==> src/rtl/bmv_pkg.sv <==
// Package for the banded matrix-vector product block.
// Holds sizes, codes, state encoding and the structs passed between modules.
// No dependencies.
`default_nettype none

package bmv_pkg;

    // Sizing of the stores and of the fixed-point format.
    localparam int MAX_LENGTH = 64;
    localparam int MAX_SIDE   = 7;
    localparam int FRAC_BITS  = 16;

    localparam int BAND_ROWS  = 2 * MAX_SIDE + 1;
    localparam int BAND_DEPTH = BAND_ROWS * MAX_LENGTH;
    localparam int BAND_AW    = $clog2(BAND_DEPTH);

    // Field widths.
    localparam int DATA_W     = 32;
    localparam int OP_W       = 2;
    localparam int BROW_W     = 4;
    localparam int POS_W      = 6;
    localparam int SIDE_W     = 3;
    localparam int LEN_W      = 7;
    localparam int CFG_IDX_W  = 2;
    localparam int CFG_DATA_W = 7;

    // Band step counter and signed column index widths.
    localparam int KW  = $clog2(BAND_ROWS);
    localparam int J_W = $clog2(MAX_LENGTH + 2 * MAX_SIDE + 1) + 1;

    // Wide accumulator: one full product plus growth for all terms and the base.
    localparam int PROD_W = 2 * DATA_W;
    localparam int ACC_W  = PROD_W + $clog2(BAND_ROWS + 2) + 1;

    typedef enum logic [OP_W-1:0] {
        OP_BAND   = 2'd0,
        OP_VECTOR = 2'd1,
        OP_ACCUM  = 2'd2,
        OP_RUN    = 2'd3
    } op_t;

    typedef enum logic [CFG_IDX_W-1:0] {
        REG_UPPER  = 2'd0,
        REG_LOWER  = 2'd1,
        REG_LENGTH = 2'd2
    } cfg_reg_t;

    typedef enum logic [1:0] {
        ST_IDLE,
        ST_START,
        ST_ISSUE,
        ST_DRAIN
    } state_t;

    // One multiply-accumulate term as it travels down the pipeline.
    typedef struct packed {
        logic             valid;
        logic             first;
        logic             last;
        logic             ok;
        logic [POS_W-1:0] row;
        logic             last_row;
    } term_t;

    // A finished row.
    typedef struct packed {
        logic                     valid;
        logic [POS_W-1:0]         row;
        logic signed [DATA_W-1:0] result;
        logic                     sat;
        logic                     last_row;
    } fin_t;

    // Memory port requests from the sequencer.
    typedef struct packed {
        logic               band_we;
        logic [BAND_AW-1:0] band_waddr;
        logic [DATA_W-1:0]  band_wdata;
        logic               band_re;
        logic [BAND_AW-1:0] band_raddr;
        logic               vec_we;
        logic [POS_W-1:0]   vec_waddr;
        logic [DATA_W-1:0]  vec_wdata;
        logic               vec_re;
        logic [POS_W-1:0]   vec_raddr;
        logic               acc_we;
        logic [POS_W-1:0]   acc_waddr;
        logic [DATA_W-1:0]  acc_wdata;
        logic               acc_re;
        logic [POS_W-1:0]   acc_raddr;
    } mem_req_t;

endpackage

`default_nettype wire

==> src/rtl/bmv_in_if.sv <==
// Input channel of the banded matrix-vector product block.
// Valid/ready handshake with the load and run item payload; uses bmv_pkg.
`default_nettype none

interface bmv_in_if;
    logic                                  valid;
    logic                                  ready;
    logic [bmv_pkg::OP_W-1:0]              operation;
    logic [bmv_pkg::BROW_W-1:0]            band_row;
    logic [bmv_pkg::POS_W-1:0]             position;
    logic signed [bmv_pkg::DATA_W-1:0]     value;

    modport source (output valid, output operation, output band_row, output position,
                    output value, input ready);
    modport sink   (input valid, input operation, input band_row, input position,
                    input value, output ready);
endinterface

`default_nettype wire

==> src/rtl/bmv_ctrl.sv <==
// Sequencer of the banded matrix-vector product: configuration registers,
// load handling, row and band stepping, memory requests. Uses bmv_pkg, bmv_in_if.
`default_nettype none

module bmv_ctrl (
    input  wire logic                              clk,
    input  wire logic                              rst_n,
    input  wire logic                              cfg_we,
    input  wire logic [bmv_pkg::CFG_IDX_W-1:0]     cfg_index,
    input  wire logic [bmv_pkg::CFG_DATA_W-1:0]    cfg_data,
    bmv_in_if.sink                                 in_ch,
    input  wire logic                              out_free,
    input  wire bmv_pkg::fin_t                     fin,
    output bmv_pkg::term_t                         issue,
    output bmv_pkg::mem_req_t                      mem,
    output logic                                   acc_ok
);

    bmv_pkg::state_t                    state_reg, state_next;
    logic [bmv_pkg::POS_W-1:0]          row_reg, row_next;
    logic [bmv_pkg::KW-1:0]             k_reg, k_next;
    logic [bmv_pkg::SIDE_W-1:0]         upper_reg, lower_reg;
    logic [bmv_pkg::LEN_W-1:0]          length_reg;
    logic [bmv_pkg::MAX_LENGTH-1:0]     acc_vld_reg;
    logic                               acc_ok_reg;

    logic [bmv_pkg::SIDE_W-1:0]         u_eff, l_eff;
    logic [bmv_pkg::LEN_W-1:0]          n_eff;
    logic [bmv_pkg::KW-1:0]             k_max;
    logic                               row_last;
    logic signed [bmv_pkg::J_W-1:0]     j;
    logic                               term_ok;
    logic                               in_fire;
    logic                               is_run;
    logic                               pos_ok;
    logic                               brow_ok;

    // Effective sizes, clamped to the store dimensions.
    always_comb
    begin
        u_eff = (upper_reg > bmv_pkg::SIDE_W'(bmv_pkg::MAX_SIDE)) ?
                bmv_pkg::SIDE_W'(bmv_pkg::MAX_SIDE) : upper_reg;
        l_eff = (lower_reg > bmv_pkg::SIDE_W'(bmv_pkg::MAX_SIDE)) ?
                bmv_pkg::SIDE_W'(bmv_pkg::MAX_SIDE) : lower_reg;
        n_eff = (length_reg > bmv_pkg::LEN_W'(bmv_pkg::MAX_LENGTH)) ?
                bmv_pkg::LEN_W'(bmv_pkg::MAX_LENGTH) : length_reg;
        k_max    = bmv_pkg::KW'(u_eff) + bmv_pkg::KW'(l_eff);
        row_last = (bmv_pkg::LEN_W'(row_reg) == (n_eff - 1'b1));
    end

    // Column of the current band term: j = row + upper - k, used only when in range.
    always_comb
    begin
        j = $signed(bmv_pkg::J_W'(row_reg)) + $signed(bmv_pkg::J_W'(u_eff))
            - $signed(bmv_pkg::J_W'(k_reg));
        term_ok = !j[bmv_pkg::J_W-1] && (j < $signed(bmv_pkg::J_W'(n_eff)));
    end

    // Input decode.
    always_comb
    begin
        in_fire = in_ch.valid && in_ch.ready;
        is_run  = (bmv_pkg::op_t'(in_ch.operation) == bmv_pkg::OP_RUN);
        pos_ok  = (bmv_pkg::LEN_W'(in_ch.position) < bmv_pkg::LEN_W'(bmv_pkg::MAX_LENGTH));
        brow_ok = (in_ch.band_row < bmv_pkg::BROW_W'(bmv_pkg::BAND_ROWS));
    end

    // Next state and counters.
    always_comb
    begin
        state_next = state_reg;
        row_next   = row_reg;
        k_next     = k_reg;
        case (state_reg)
            bmv_pkg::ST_IDLE:
            begin
                if (in_fire && is_run && (n_eff != '0))
                begin
                    state_next = bmv_pkg::ST_START;
                    row_next   = '0;
                    k_next     = '0;
                end
            end
            bmv_pkg::ST_START:
            begin
                if (out_free)
                begin
                    state_next = bmv_pkg::ST_ISSUE;
                end
            end
            bmv_pkg::ST_ISSUE:
            begin
                if (k_reg == k_max)
                begin
                    state_next = bmv_pkg::ST_DRAIN;
                end
                else
                begin
                    k_next = k_reg + 1'b1;
                end
            end
            bmv_pkg::ST_DRAIN:
            begin
                if (fin.valid)
                begin
                    k_next = '0;
                    if (row_last)
                    begin
                        state_next = bmv_pkg::ST_IDLE;
                    end
                    else
                    begin
                        state_next = bmv_pkg::ST_START;
                        row_next   = row_reg + 1'b1;
                    end
                end
            end
            default:
            begin
                state_next = bmv_pkg::ST_IDLE;
            end
        endcase
    end

    // Outputs: handshake, issued term and memory requests.
    always_comb
    begin
        in_ch.ready = (state_reg == bmv_pkg::ST_IDLE);

        issue.valid    = (state_reg == bmv_pkg::ST_ISSUE);
        issue.first    = (k_reg == '0);
        issue.last     = (k_reg == k_max);
        issue.ok       = term_ok;
        issue.row      = row_reg;
        issue.last_row = row_last;

        mem = '0;

        // Band store: load writes, run reads.
        mem.band_we    = in_fire && (bmv_pkg::op_t'(in_ch.operation) == bmv_pkg::OP_BAND)
                         && brow_ok && pos_ok;
        mem.band_waddr = bmv_pkg::BAND_AW'(in_ch.band_row) *
                         bmv_pkg::BAND_AW'(bmv_pkg::MAX_LENGTH) +
                         bmv_pkg::BAND_AW'(in_ch.position);
        mem.band_wdata = in_ch.value;
        mem.band_re    = issue.valid && term_ok;
        mem.band_raddr = bmv_pkg::BAND_AW'(k_reg) * bmv_pkg::BAND_AW'(bmv_pkg::MAX_LENGTH) +
                         bmv_pkg::BAND_AW'(j[bmv_pkg::POS_W-1:0]);

        // Vector store.
        mem.vec_we    = in_fire && (bmv_pkg::op_t'(in_ch.operation) == bmv_pkg::OP_VECTOR)
                        && pos_ok;
        mem.vec_waddr = in_ch.position;
        mem.vec_wdata = in_ch.value;
        mem.vec_re    = issue.valid && term_ok;
        mem.vec_raddr = j[bmv_pkg::POS_W-1:0];

        // Accumulator store: loads and row write-back never coincide.
        if (fin.valid)
        begin
            mem.acc_we    = 1'b1;
            mem.acc_waddr = fin.row;
            mem.acc_wdata = fin.result;
        end
        else
        begin
            mem.acc_we    = in_fire && (bmv_pkg::op_t'(in_ch.operation) == bmv_pkg::OP_ACCUM)
                            && pos_ok;
            mem.acc_waddr = in_ch.position;
            mem.acc_wdata = in_ch.value;
        end
        mem.acc_re    = issue.valid && issue.first;
        mem.acc_raddr = row_reg;

        acc_ok = acc_ok_reg;
    end

    // Sequencer registers.
    always_ff @(posedge clk or negedge rst_n)
    begin
        if (!rst_n)
        begin
            state_reg <= bmv_pkg::ST_IDLE;
            row_reg   <= '0;
            k_reg     <= '0;
        end
        else
        begin
            state_reg <= state_next;
            row_reg   <= row_next;
            k_reg     <= k_next;
        end
    end

    // Configuration registers.
    always_ff @(posedge clk or negedge rst_n)
    begin
        if (!rst_n)
        begin
            upper_reg  <= bmv_pkg::SIDE_W'(1);
            lower_reg  <= bmv_pkg::SIDE_W'(1);
            length_reg <= bmv_pkg::LEN_W'(bmv_pkg::MAX_LENGTH);
        end
        else if (cfg_we)
        begin
            case (bmv_pkg::cfg_reg_t'(cfg_index))
                bmv_pkg::REG_UPPER:  upper_reg  <= cfg_data[bmv_pkg::SIDE_W-1:0];
                bmv_pkg::REG_LOWER:  lower_reg  <= cfg_data[bmv_pkg::SIDE_W-1:0];
                bmv_pkg::REG_LENGTH: length_reg <= cfg_data[bmv_pkg::LEN_W-1:0];
                default:
                begin
                end
            endcase
        end
    end

    // Written flags of the accumulator store; an unwritten entry reads as zero.
    always_ff @(posedge clk or negedge rst_n)
    begin
        if (!rst_n)
        begin
            acc_vld_reg <= '0;
            acc_ok_reg  <= 1'b0;
        end
        else
        begin
            if (mem.acc_we)
            begin
                acc_vld_reg[mem.acc_waddr] <= 1'b1;
            end
            acc_ok_reg <= acc_vld_reg[mem.acc_raddr];
        end
    end

    // A finished row only arrives while the sequencer waits for it.
    assert property (@(posedge clk) disable iff (!rst_n)
        fin.valid |-> (state_reg == bmv_pkg::ST_DRAIN))
        else $error("row finished outside drain");

    // Band steps advance by one per issue cycle.
    assert property (@(posedge clk) disable iff (!rst_n)
        (state_reg == bmv_pkg::ST_ISSUE) && (k_reg != k_max)
        |=> (k_reg == bmv_pkg::KW'($past(k_reg) + 1'b1)))
        else $error("band step skipped");

    // An in-range term always addresses a column inside the vector.
    assert property (@(posedge clk) disable iff (!rst_n)
        mem.vec_re |-> (bmv_pkg::LEN_W'(mem.vec_raddr) < n_eff))
        else $error("vector read beyond length");

endmodule

`default_nettype wire

==> src/flat_wrapper.sv <==
// flat-port wrapper written by rule: the top's interface ports become plain ports
module bmv_ctrl_flat 
  (clk, rst_n, cfg_we, cfg_index, cfg_data, out_free, fin, issue, mem, acc_ok, in_ch_valid, in_ch_operation, in_ch_band_row, in_ch_position, in_ch_value, in_ch_ready);
  bmv_in_if in_ch_i ();
  input  wire logic clk;
  input  wire logic rst_n;
  input  wire logic cfg_we;
  input  wire logic [bmv_pkg::CFG_IDX_W-1:0] cfg_index;
  input  wire logic [bmv_pkg::CFG_DATA_W-1:0] cfg_data;
  input  wire logic out_free;
  input  wire bmv_pkg::fin_t fin;
  output bmv_pkg::term_t issue;
  output bmv_pkg::mem_req_t mem;
  output logic acc_ok;
  input wire logic [$bits(in_ch_i.valid)-1:0] in_ch_valid;
  input wire logic [$bits(in_ch_i.operation)-1:0] in_ch_operation;
  input wire logic [$bits(in_ch_i.band_row)-1:0] in_ch_band_row;
  input wire logic [$bits(in_ch_i.position)-1:0] in_ch_position;
  input wire logic [$bits(in_ch_i.value)-1:0] in_ch_value;
  output wire logic [$bits(in_ch_i.ready)-1:0] in_ch_ready;
  assign in_ch_i.valid = in_ch_valid;
  assign in_ch_i.operation = in_ch_operation;
  assign in_ch_i.band_row = in_ch_band_row;
  assign in_ch_i.position = in_ch_position;
  assign in_ch_i.value = in_ch_value;
  assign in_ch_ready = in_ch_i.ready;
  bmv_ctrl u_core (.clk(clk), .rst_n(rst_n), .cfg_we(cfg_we), .cfg_index(cfg_index), .cfg_data(cfg_data), .in_ch(in_ch_i), .out_free(out_free), .fin(fin), .issue(issue), .mem(mem), .acc_ok(acc_ok));
endmodule
==> config.mk <==
export PLATFORM = sky130hd
export DESIGN_NAME = bmv_ctrl_flat
export DESIGN_NICKNAME = d
export VERILOG_FILES = /design/src/rtl/bmv_pkg.sv /design/src/rtl/bmv_in_if.sv /design/src/rtl/bmv_ctrl.sv /design/src/flat_wrapper.sv
export SDC_FILE = /design/constraint.sdc
export NUM_CORES = 1
export LEC_CHECK = 0
export BUFFER_PORTS_ARGS = -buffer_cell sky130_fd_sc_hd__buf_2
export CORE_ASPECT_RATIO = 0.75
export CORE_MARGIN = 8
export CORE_UTILIZATION = 53
export CTS_CLUSTER_DIAMETER = 150
export CTS_CLUSTER_SIZE = 10
export DETAILED_ROUTE_END_ITERATION = 8
export GPL_TIMING_DRIVEN = 0
export PLACE_DENSITY = 0.95
export SYNTH_ARGS = -nofsm -noshare
export SYNTH_HDL_FRONTEND = slang
export SYNTH_SLANG_ARGS = --single-unit
==> constraint.sdc <==
create_clock -name clk -period 9.65 [get_ports clk]
set_input_delay 1.93 -clock clk [delete_from_list [all_inputs] [get_ports clk]]
set_output_delay 1.93 -clock clk [all_outputs]
set_load 0.03 [all_outputs]
==> results.sh, run 1 <==
export IMPL_grtUsageMet2=0.4334
export IMPL_std_cell_rows=34
export IMPL_drt_initial_drc_count=543
export IMPL_grt_max_degree=65
export IMPL_clock_skew_ns=0.008192
export IMPL_stdcell_area_mm2=0.007858
export IMPL_yosys_area_top_type_share=0.3580
export IMPL_timing_reg2reg_setup_slack_ns=6.45
export IMPL_post_cts_resize_count=0
export IMPL_vdd_ir_drop_max_mv=0.3132
export IMPL_clock_fmax_mhz=138.4
export IMPL_finalWeightedCongestion=0.9295
export IMPL_dieHeight_um=108.8
export IMPL_grt_met1_usage=0.3054
export IMPL_cts_inserted_buffers=9
export IMPL_post_synthesis_net_count=696
export IMPL_proportion_of_layout_cells_with_a_drive_suffix_above_1=0.4846
export IMPL_r2r_start="u_core.length_reg[6]"
export IMPL_slew_viol_final=0
export IMPL_first_global_vias=5415
export IMPL_max_ffs_per_register=64
export IMPL_worst_ep_required_time_ns=7.72
export IMPL_synth_cell_type_count=58
export IMPL_crit_arrival_ns=5.30
export IMPL_synth_top_flop_cell="sky130_fd_sc_hd__dfrtp_1"
export IMPL_power_per_cell_area_mw_per_mm2=321.9
export IMPL_cts_root_buffer="sky130_fd_sc_hd__clkbuf_16"
export IMPL_period_needed_ns=7.226
export IMPL_detail_route_first_pass_iterations=5
export IMPL_fin_setup_tns_ns=0
export IMPL_cts_sink_count=90
export IMPL_clock_insertion_delay_worst_skew_ns=0.34
export IMPL_tritoncts="built"
export IMPL_hold_path_startpoint="u_core.acc_vld_reg[37]"
export IMPL_synth_area_per_cell_um2=10.67
export IMPL_final_hold_violation_count=0
export IMPL_ys_async_sr_fraction=1.000
export IMPL_synth_commonest_cells="sky130_fd_sc_hd__buf_4 (96), sky130_fd_sc_hd__dfrtp_1 (87), sky130_fd_sc_hd__o21bai_1 (64)"
export IMPL_regToRegEndpoint="u_core.row_reg[5]"
export IMPL_synth_largest_area_cell="sky130_fd_sc_hd__dfrtp_1"
export IMPL_worstHoldPathType="reg2reg"
export IMPL_most_crowded_layer_gr="met2"
export IMPL_met3_usage=0.06387
export IMPL_worstHoldEndpoint="u_core.acc_vld_reg[37]"
export IMPL_setup_worst_path_start_class="flop"
export IMPL_residual_drc_count=0
export IMPL_placement_setup_worst_slack_ns=2.907
export IMPL_dp_hpwl_um=15100
export IMPL_min_path_cells=1
export IMPL_synthCells=570
export IMPL_p_leak_nw=3.963
export IMPL_synth_warning_count=0
export IMPL_die_area_mm2=0.01519
export IMPL_reg2regPathDepth=10
export IMPL_path_class="reg2out"
export IMPL_clock_path_buffers=2
export IMPL_cts_repair_timing_setup_buffer_count=0
export IMPL_tightest_slew_ns=0.7757
export IMPL_post_syn_area_mm2=0.006081
export IMPL_placedInstanceArea_mm2=0.007567
export IMPL_timing_final_setup_violations=0
export IMPL_yosysMostFrequentCell="sky130_fd_sc_hd__buf_4"
export IMPL_unrepaired_setup_endpoints_after_global_routing="no"
export IMPL_worst_slack_ns=2.424
export IMPL_cts_hold_buffers_added=0
export IMPL_port_buffers=255
export IMPL_synth_edff_count=0
export IMPL_outcome="finished clean"
export IMPL_gr_overflow_total=0
export IMPL_initial_core_util=0.5334
export IMPL_slew_headroom=0.4829
export IMPL_grt_usage=0.2494
export IMPL_core_area_mm2=0.01140
export IMPL_drt_wirelength_per_cell_um=19.50
export IMPL_grt_first_pass_wirelength_um=30140
export IMPL_ys_top_cells_by_area="sky130_fd_sc_hd__dfrtp_1 (36%), sky130_fd_sc_hd__buf_4 (12%), sky130_fd_sc_hd__o21bai_1 (7.9%), sky130_fd_sc_hd__mux2_1 (7.6%), sky130_fd_sc_hd__mux4_2 (7.4%)"
export IMPL_clock_tree_htree_level_count=3
export IMPL_route_vias_total=5387
export IMPL_cp_max_fo=10
export IMPL_endpoint_kind="primary output"
export IMPL_grt_antenna_before_repair=0
export IMPL_die_width_um=139.7
export IMPL_cap_violations=0
export IMPL_detail_route_antenna_nets=0
export IMPL_period_utilization_post_route=0.7489
export IMPL_synth_yosys_seq_area_share=0.3710
export IMPL_layout_area_overhead_vs_synth_pct=29.22
export IMPL_count_of_inserted_antenna_diode_cells=0
export IMPL_cts_clk_slew_worst_paths_ns=0.07
export IMPL_postSynthRegisterBits=90
export IMPL_boundaryPins=258
export IMPL_layout_nets=963
export IMPL_postRouteWirelength_um=19230
export IMPL_detail_route_vias_per_cell=5.463
[worst max path at each step]
stage                            from        to  slack [ns]  depth (start not counted)
floorplan           u_core.row_reg[1]  mem[102]        1.97                         15
global placement    u_core.row_reg[1]  mem[102]        3.07                         16
detailed placement  u_core.row_reg[1]  mem[102]        2.91                         16
CTS                 u_core.row_reg[1]  mem[102]        2.49                         16
global route        u_core.row_reg[1]  mem[102]        2.11                         16
finish              u_core.row_reg[1]  mem[102]        2.42                         16
[layer usage]
metal  part of all wire  vias up
li1                   -     2451
met1               0.39     2624
met2               0.51      277
met3              0.089       35
met4              0.018        0
met5                  0        -
[through the flow]
step / total power [mW] / hold slack, ns / instances / util
after floorplan: 1.738 / 0.4377 / 570 / -
after global placement: 2.094 / 0.4536 / 969 / 0.6611
after detailed placement: 2.164 / 0.4565 / 970 / 0.6637
after CTS: 2.520 / 0.4762 / 986 / 0.6892
after global routing: 2.666 / 0.4849 / 986 / 0.6892
final: 2.529 / 0.4706 / 986 / 0.6892
[layout by cell type, fill, tap and decap left out, types with 3 or more instances in the layout]
| cell | instances |
|---|---|
| sky130_fd_sc_hd__nor2_1 | 21 |
| sky130_fd_sc_hd__inv_2 | 6 |
| sky130_fd_sc_hd__o21bai_1 | 64 |
| sky130_fd_sc_hd__mux2i_1 | 14 |
| sky130_fd_sc_hd__o21ai_1 | 5 |
| sky130_fd_sc_hd__buf_4 | 97 |
| sky130_fd_sc_hd__a21oi_1 | 10 |
| sky130_fd_sc_hd__o21ai_0 | 5 |
| sky130_fd_sc_hd__clkbuf_16 | 9 |
| sky130_fd_sc_hd__buf_2 | 255 |
| sky130_fd_sc_hd__mux2_1 | 41 |
| sky130_fd_sc_hd__nand3_1 | 4 |
| sky130_fd_sc_hd__nand2_1 | 37 |
| sky130_fd_sc_hd__clkbuf_1 | 18 |
| sky130_fd_sc_hd__xnor2_1 | 14 |
| sky130_fd_sc_hd__dfrtp_1 | 87 |
| sky130_fd_sc_hd__nand4_1 | 6 |
| sky130_fd_sc_hd__and3_1 | 3 |
| sky130_fd_sc_hd__nor3_1 | 5 |
| sky130_fd_sc_hd__dfstp_2 | 3 |
| sky130_fd_sc_hd__inv_1 | 24 |
| sky130_fd_sc_hd__mux4_2 | 20 |
| sky130_fd_sc_hd__nand2b_1 | 4 |
| sky130_fd_sc_hd__mux2_2 | 5 |
| sky130_fd_sc_hd__nand3b_1 | 3 |
| sky130_fd_sc_hd__xor2_1 | 3 |
| sky130_fd_sc_hd__nor3b_1 | 4 |
| sky130_fd_sc_hd__fa_1 | 3 |
| sky130_fd_sc_hd__ha_1 | 24 |
[area by class of cell]
class	count	area, µm²
plain buffers	117	808.3
flip-flops and latches	90	2256
well taps	144	180.2
inverters	30	112.6
repair buffers	256	1306
clock inverters	5	37.54
clock buffers	11	252.7
fillers	793	3543
multi-input cells	333	2904
[power by group]
| part | leakage, nW | total (mW) | internal, mW | switching [mW] |
|---|---|---|---|---|
| sequential | 1.12 | 0.579 | 0.489 | 0.0902 |
| combinational | 2.71 | 1.61 | 0.651 | 0.963 |
| clock | 0.138 | 0.337 | 0.189 | 0.147 |
[logic make-up after synthesis]
logic type	share of synthesized area
AOI/OAI and AO/OA	0.1309
xor gates and xnor gates	0.02449
adders and majority gates	0.05926
buffers and inverters	0.1514
DFF	0.3710
muxes	0.1823
and+or+nand+nor	0.08066
[worst max-delay path, stage by stage, from the launching register on]
cell	delay, ns
sky130_fd_sc_hd__dfrtp_1	0.69
sky130_fd_sc_hd__clkbuf_1	0.56
sky130_fd_sc_hd__inv_1	0.17
sky130_fd_sc_hd__fa_1	0.57
sky130_fd_sc_hd__inv_1	0.07
sky130_fd_sc_hd__fa_1	0.43
sky130_fd_sc_hd__a21oi_1	0.18
sky130_fd_sc_hd__nor2_1	0.05
sky130_fd_sc_hd__nor2_1	0.25
sky130_fd_sc_hd__xnor2_1	0.29
sky130_fd_sc_hd__ha_1	0.31
sky130_fd_sc_hd__o21a_1	0.17
sky130_fd_sc_hd__o21ai_0	0.16
sky130_fd_sc_hd__a21oi_1	0.08
sky130_fd_sc_hd__a2111oi_0	0.57
sky130_fd_sc_hd__buf_4	0.20
sky130_fd_sc_hd__buf_2	0.18
(Power assumes the default switching activity.)
==> run 2: changes to the inputs <==
- ABC_AREA: not set -> 1
- CORE_UTILIZATION: 53 -> 49
- PLACE_DENSITY: 0.95 -> 0.9
- clock period: 9.65 -> 6.68 ns (I/O delays scaled with it)
==> run 2 against run 1 <==
- register-to-register slack worse by 2.4 ns
- final area up 3.5%
- largest cell class unchanged
- worst hold slack worse by 0.016 ns
- critical path depth up 2
- largest power group unchanged
- critical endpoint unchanged
- total power up 12%
- synthesized area up 4.0%
==> results.sh, run 2 <==
export IMPL_worstHoldPathType="reg2reg"
export IMPL_crit_arrival_ns=4.34
export IMPL_timing_reg2reg_setup_slack_ns=4.03
export IMPL_drt_initial_drc_count=807
export IMPL_wirelength_met1_um=8520
export IMPL_detail_route_antenna_nets=0
export IMPL_power_per_cell_area_mw_per_mm2=349.1
export IMPL_worst_ep_required_time_ns=5.34
export IMPL_ys_async_sr_fraction=1.000
export IMPL_cap_violations=0
export IMPL_finalWeightedCongestion=0.9132
export IMPL_drt_wirelength_per_cell_um=16.55
export IMPL_die_width_um=147.2
export IMPL_max_ffs_per_register=64
export IMPL_postRouteWirelength_um=21150
export IMPL_p_leak_nw=4.586
export IMPL_period_needed_ns=5.680
export IMPL_vdd_ir_drop_max_mv=0.3370
export IMPL_cts_repair_timing_setup_buffer_count=0
export IMPL_first_global_vias=6491
export IMPL_port_buffers=255
export IMPL_post_cts_resize_count=0
export IMPL_die_area_mm2=0.01683
export IMPL_clock_skew_ns=0.005743
export IMPL_cts_hold_buffers_added=0
export IMPL_worst_slack_ns=1.000
export IMPL_dp_hpwl_um=17020
export IMPL_layout_area_overhead_vs_synth_pct=28.68
export IMPL_yosysMostFrequentCell="sky130_fd_sc_hd__nand2_1"
export IMPL_dieHeight_um=114.4
export IMPL_final_common_cell="sky130_fd_sc_hd__buf_2"
export IMPL_clock_fmax_mhz=176.1
export IMPL_synth_warning_count=0
export IMPL_cts_sink_count=90
export IMPL_final_hold_violation_count=0
export IMPL_clock_tree_htree_level_count=3
export IMPL_postSynthRegisterBits=90
export IMPL_grt_max_degree=62
export IMPL_unrepaired_setup_endpoints_after_global_routing="no"
export IMPL_synth_cell_type_count=41
export IMPL_clock_path_buffers=2
export IMPL_synth_top_flop_cell="sky130_fd_sc_hd__dfrtp_1"
export IMPL_proportion_of_layout_cells_with_a_drive_suffix_above_1=0.3631
export IMPL_cts_clk_slew_worst_paths_ns=0.07
export IMPL_gr_overflow_total=0
export IMPL_initial_core_util=0.4942
export IMPL_synth_area_per_cell_um2=7.572
export IMPL_tightest_slew_ns=0.6356
export IMPL_detail_route_first_pass_iterations=6
export IMPL_tritoncts="built"
export IMPL_synthCells=835
export IMPL_detail_route_vias_per_cell=5.179
export IMPL_boundaryPins=258
export IMPL_route_vias_total=6619
export IMPL_cp_max_fo=10
export IMPL_post_syn_area_mm2=0.006322
export IMPL_post_synthesis_net_count=961
export IMPL_core_area_mm2=0.01279
export IMPL_wl_met2_um=10020
export IMPL_slew_headroom=0.5763
export IMPL_period_utilization_post_route=0.8503
export IMPL_grt_usage=0.2480
export IMPL_count_of_inserted_antenna_diode_cells=0
export IMPL_yosys_area_top_type_share=0.3443
export IMPL_layout_nets=1228
export IMPL_synth_edff_count=0
export IMPL_clock_insertion_delay_worst_skew_ns=0.35
export IMPL_setup_worst_path_start_class="flop"
export IMPL_std_cell_rows=36
export IMPL_placement_setup_worst_slack_ns=1.474
export IMPL_timing_final_setup_violations=0
export IMPL_grt_antenna_before_repair=0
export IMPL_dr_wl_met3_um=2218
export IMPL_path_class="reg2out"
export IMPL_synth_commonest_cells="sky130_fd_sc_hd__nand2_1 (187), sky130_fd_sc_hd__buf_4 (95), sky130_fd_sc_hd__inv_1 (91)"
export IMPL_ys_top_cells_by_area="sky130_fd_sc_hd__dfrtp_1 (34%), sky130_fd_sc_hd__buf_4 (11%), sky130_fd_sc_hd__nand2_1 (11%), sky130_fd_sc_hd__o21ai_0 (6.3%), sky130_fd_sc_hd__inv_1 (5.4%)"
export IMPL_cts_root_buffer="sky130_fd_sc_hd__clkbuf_16"
export IMPL_fin_setup_tns_ns=0
export IMPL_cts_inserted_buffers=9
export IMPL_synth_yosys_seq_area_share=0.3568
export IMPL_outcome="finished clean"
export IMPL_endpoint_kind="primary output"
export IMPL_residual_drc_count=0
export IMPL_routed_top_layer="met4"
export IMPL_grt_first_pass_wirelength_um=33620
export IMPL_slew_viol_final=0
export IMPL_synth_largest_area_cell="sky130_fd_sc_hd__dfrtp_1"
export IMPL_layout_common_cells="sky130_fd_sc_hd__buf_2 (258), sky130_fd_sc_hd__nand2_1 (187), sky130_fd_sc_hd__buf_4 (96)"
run 2: layout make-up:
| type | count | area (µm²) |
|---|---|---|
| fill | 1067 | 4657 |
| tap | 171 | 214.0 |
| clock buffer | 10 | 239.0 |
| sequential | 90 | 2256 |
| buffer | 123 | 823.3 |
| inverter | 98 | 367.9 |
| clock inverter | 6 | 53.80 |
| multi-input combinational | 524 | 2875 |
| timing repair buffer | 256 | 1306 |
run 2: layer usage:
layer,vias up,global-route usage
met4,0,0.07182
met2,337,0.4104
met5,-,0
met3,36,0.07148
met1,3102,0.3097
li1,3144,-
run 2: critical path, cell delays in order, from the launching register on:
cell and delay [ns]:
sky130_fd_sc_hd__dfrtp_1 0.56, sky130_fd_sc_hd__inv_1 0.14, sky130_fd_sc_hd__clkbuf_1 0.32, sky130_fd_sc_hd__fa_1 0.54, sky130_fd_sc_hd__xnor2_1 0.21, sky130_fd_sc_hd__ha_1 0.32
sky130_fd_sc_hd__a21oi_1 0.17, sky130_fd_sc_hd__nand2_1 0.11, sky130_fd_sc_hd__a21oi_1 0.15, sky130_fd_sc_hd__nand2_1 0.10, sky130_fd_sc_hd__xnor2_1 0.27, sky130_fd_sc_hd__ha_1 0.30
sky130_fd_sc_hd__a21oi_1 0.15, sky130_fd_sc_hd__o211ai_1 0.09, sky130_fd_sc_hd__inv_1 0.06, sky130_fd_sc_hd__nand2_1 0.06, sky130_fd_sc_hd__nor2_1 0.13, sky130_fd_sc_hd__buf_4 0.12
sky130_fd_sc_hd__buf_2 0.18
run 2: path summary, 6_finish.rpt:
check,cells past startpoint,startpoint,end
min in group asynchronous,1,rst_n,u_core.k_reg[1]
min,2,u_core.acc_vld_reg[15],u_core.acc_vld_reg[15]
max,18,u_core.row_reg[1],mem[102]
min reg2reg,2,u_core.acc_vld_reg[15],u_core.acc_vld_reg[15]
max in group asynchronous,2,rst_n,u_core.acc_vld_reg[43]
max reg2reg,13,u_core.length_reg[4],u_core.state_reg[0]
run 2: stage by stage:
step / utilization / std cells / hold slack (ns) / cell area (µm²) / power (mW)
2_1_floorplan: - / 835 / 0.4274 / 6322 / 1.859
3_3_place_gp: 0.6107 / 1261 / 0.4380 / 7812 / 2.268
3_5_place_dp: 0.6131 / 1262 / 0.4447 / 7843 / 2.317
4_1_cts: 0.6360 / 1278 / 0.4594 / 8135 / 2.835
5_1_grt: 0.6360 / 1278 / 0.4726 / 8135 / 3.021
6_report: 0.6360 / 1278 / 0.4550 / 8135 / 2.840
run 2: cell families (layout without fill, tap and decap cells):
| group | count (synthesis) | in the layout | synth area share |
|---|---|---|---|
| buf+inv | 221 | 493 | 0.1884 |
| xor+xnor | 21 | 21 | 0.02909 |
| flops | 90 | 90 | 0.3568 |
| simple gates | 303 | 303 | 0.2088 |
| mux | 2 | 2 | 0.003562 |
| compound gates | 171 | 171 | 0.1563 |
| fa+ha+maj | 27 | 27 | 0.05700 |
run 2: report_power, final:
group | leakage (nW) | internal (mW) | switching, mW
Clock | 0.142 | 0.270 | 0.229
Sequential | 0.996 | 0.627 | 0.0654
Combinational | 3.45 | 0.559 | 1.09
==> run 3: changes to the inputs <==
- REMOVE_ABC_BUFFERS: not set -> 1
==> run 3 against run 2 <==
- combinational power shrank 13%
- clock skew grew 0.00071 ns
- critical path depth shrank 2
==> results.sh, run 3 (synthesis results as in run 2) <==
export IMPL_boundaryPins=258
export IMPL_cap_violations=0
export IMPL_tightest_slew_ns=1.028
export IMPL_clock_skew_ns=0.006453
export IMPL_met3_usage=0.05134
export IMPL_cts_hold_buffers_added=0
export IMPL_count_of_inserted_antenna_diode_cells=0
export IMPL_worstHoldPathType="reg2reg"
export IMPL_clock_fmax_mhz=164.7
export IMPL_grt_max_degree=68
export IMPL_drt_initial_drc_count=570
export IMPL_path_class="reg2out"
export IMPL_clock_insertion_delay_worst_skew_ns=0.34
export IMPL_clock_path_buffers=2
export IMPL_cts_root_buffer="sky130_fd_sc_hd__clkbuf_16"
export IMPL_cts_sink_count=90
export IMPL_final_common_cell="sky130_fd_sc_hd__buf_2"
export IMPL_power_total_mw=2.662
export IMPL_final_hold_violation_count=0
export IMPL_port_buffers=255
export IMPL_detail_route_antenna_nets=0
export IMPL_worst_stage_delay_on_the_critical_path_ns=1.01
export IMPL_instances_no_fill=1155
export IMPL_power_per_cell_area_mw_per_mm2=364.1
export IMPL_cts_clk_slew_worst_paths_ns=0.06
export IMPL_stdcell_area_mm2=0.007310
export IMPL_drt_wirelength_per_cell_um=15.90
export IMPL_layout_common_cells="sky130_fd_sc_hd__buf_2 (254), sky130_fd_sc_hd__nand2_1 (187), sky130_fd_sc_hd__inv_1 (91)"
export IMPL_die_area_mm2=0.01683
export IMPL_cp_max_fo=26
export IMPL_proportion_of_layout_cells_with_a_drive_suffix_above_1=0.3089
export IMPL_post_cts_resize_count=0
export IMPL_most_crowded_layer_gr="met2"
export IMPL_cts_inserted_buffers=9
export IMPL_final_core_utilization=0.5714
export IMPL_clock_tree_htree_level_count=3
export IMPL_std_cell_rows=36
export IMPL_finalWeightedCongestion=0.9020
export IMPL_endpoint_kind="primary output"
export IMPL_timing_final_setup_violations=0
export IMPL_residual_drc_count=0
export IMPL_grt_met1_usage=0.2840
export IMPL_comb_power_share=0.538
export IMPL_first_global_vias=5941
export IMPL_power_report_internal_total_mw=1.352
export IMPL_route_vias_total=5991
export IMPL_detail_route_vias_per_cell=5.187
export IMPL_worst_ep_required_time_ns=5.34
export IMPL_initial_core_util=0.4942
export IMPL_detail_route_first_pass_iterations=5
export IMPL_max_ffs_per_register=64
export IMPL_core_area_mm2=0.01279
export IMPL_layout_area_overhead_vs_synth_pct=15.61
export IMPL_timing_reg2reg_setup_slack_ns=3.82
export IMPL_vdd_ir_drop_max_mv=0.3779
export IMPL_slew_headroom=0.3147
export IMPL_power_frac_clock=0.184
export IMPL_grt_antenna_before_repair=0
export IMPL_fin_setup_tns_ns=0
export IMPL_critical_path_cell_list="inv_1 > fa_1 > xnor2_1 > ha_1 > a21oi_1 > nand2_1 > a21oi_1 > nand2_1 > xnor2_1 > ha_1 > a21oi_1 > o211ai_1 > inv_1 > nand2_1 > nor2_1 > buf_2"
export IMPL_period_needed_ns=6.070
export IMPL_tritoncts="built"
export IMPL_p_leak_nw=4.079
export IMPL_setup_worst_path_start_class="flop"
export IMPL_crit_arrival_ns=4.73
export IMPL_cts_repair_timing_setup_buffer_count=0
export IMPL_grt_usage=0.2160
export IMPL_p_switching_mw=1.310
export IMPL_unrepaired_setup_endpoints_after_global_routing="no"
export IMPL_period_utilization_post_route=0.9087
export IMPL_placedInstanceArea_mm2=0.007019
export IMPL_die_width_um=147.2
export IMPL_dp_hpwl_um=14620
export IMPL_dp_cells=1139
export IMPL_gr_overflow_total=0
export IMPL_dieHeight_um=114.4
export IMPL_power_share_switching=0.4921
export IMPL_critical_path_cell_with_the_highest_stage_delay="sky130_fd_sc_hd__dfrtp_1"
export IMPL_grtUsageMet2=0.3549
export IMPL_slew_viol_final=0
export IMPL_layout_nets=1105
export IMPL_postRouteWirelength_um=18360
export IMPL_grt_first_pass_wirelength_um=29960
export IMPL_outcome="finished clean"
export IMPL_power_frac_seq=0.278
-- run 3: path summary, 6_finish.rpt --
kind / from / endpoint / depth (start not counted)
min reg2reg: u_core.acc_vld_reg[41] / u_core.acc_vld_reg[41] / 2
min in group asynchronous: rst_n / u_core.lower_reg[1] / 1
max reg2reg: u_core.row_reg[0] / u_core.acc_ok / 7
max in group asynchronous: rst_n / u_core.acc_vld_reg[17] / 2
min: u_core.acc_vld_reg[41] / u_core.acc_vld_reg[41] / 2
max: u_core.row_reg[1] / mem[52] / 16
-- run 3: cell type report --
type                            instances  area [µm²]
Clock inverter                          5       36.28
Timing Repair Buffer                  256        1306
Multi-Input combinational cell        524        2875
Sequential cell                        90        2257
Clock buffer                           11       252.7
Fill cell                            1122        5483
Tap cell                              171       214.0
Inverter                               98       367.9
-- run 3: worst max-delay path: cells and delay by family (launching register included) --
| kind | cells | cell delay, ns |
|---|---|---|
| adders and majority gates | 3 | 1.24 |
| buffers and inverters | 3 | 0.83 |
| DFF | 1 | 1.01 |
| AOI/OAI and AO/OA | 4 | 0.49 |
| and+or+nand+nor | 4 | 0.37 |
| xor gates and xnor gates | 2 | 0.42 |
-- run 3: per-layer routing --
| metal | vias to the layer above | routed length (µm) |
|---|---|---|
| met2 | 269 | 8727 |
| met3 | 14 | 1410 |
| met5 | - | 0 |
| met4 | 0 | 184 |
| li1 | 2892 | - |
| met1 | 2816 | 8040 |
-- run 3: power groups by stage --
stage	combinational [mW]	sequential (mW)	clock, mW
after floorplan	0.925	0.743	0
after global placement	1.38	0.740	0
after detailed placement	1.43	0.744	0
after CTS	1.43	0.736	0.496
after global routing	1.57	0.754	0.520
final	1.43	0.740	0.489
-- run 3: per-stage QoR --
step	worst slack, ns	hold slack (ns)
floorplan	-0.01761	0.4274
global placement	1.076	0.4373
global route	0.1893	0.4752
CTS	0.6203	0.4602
detailed placement	0.9794	0.4457
finish	0.6100	0.4573
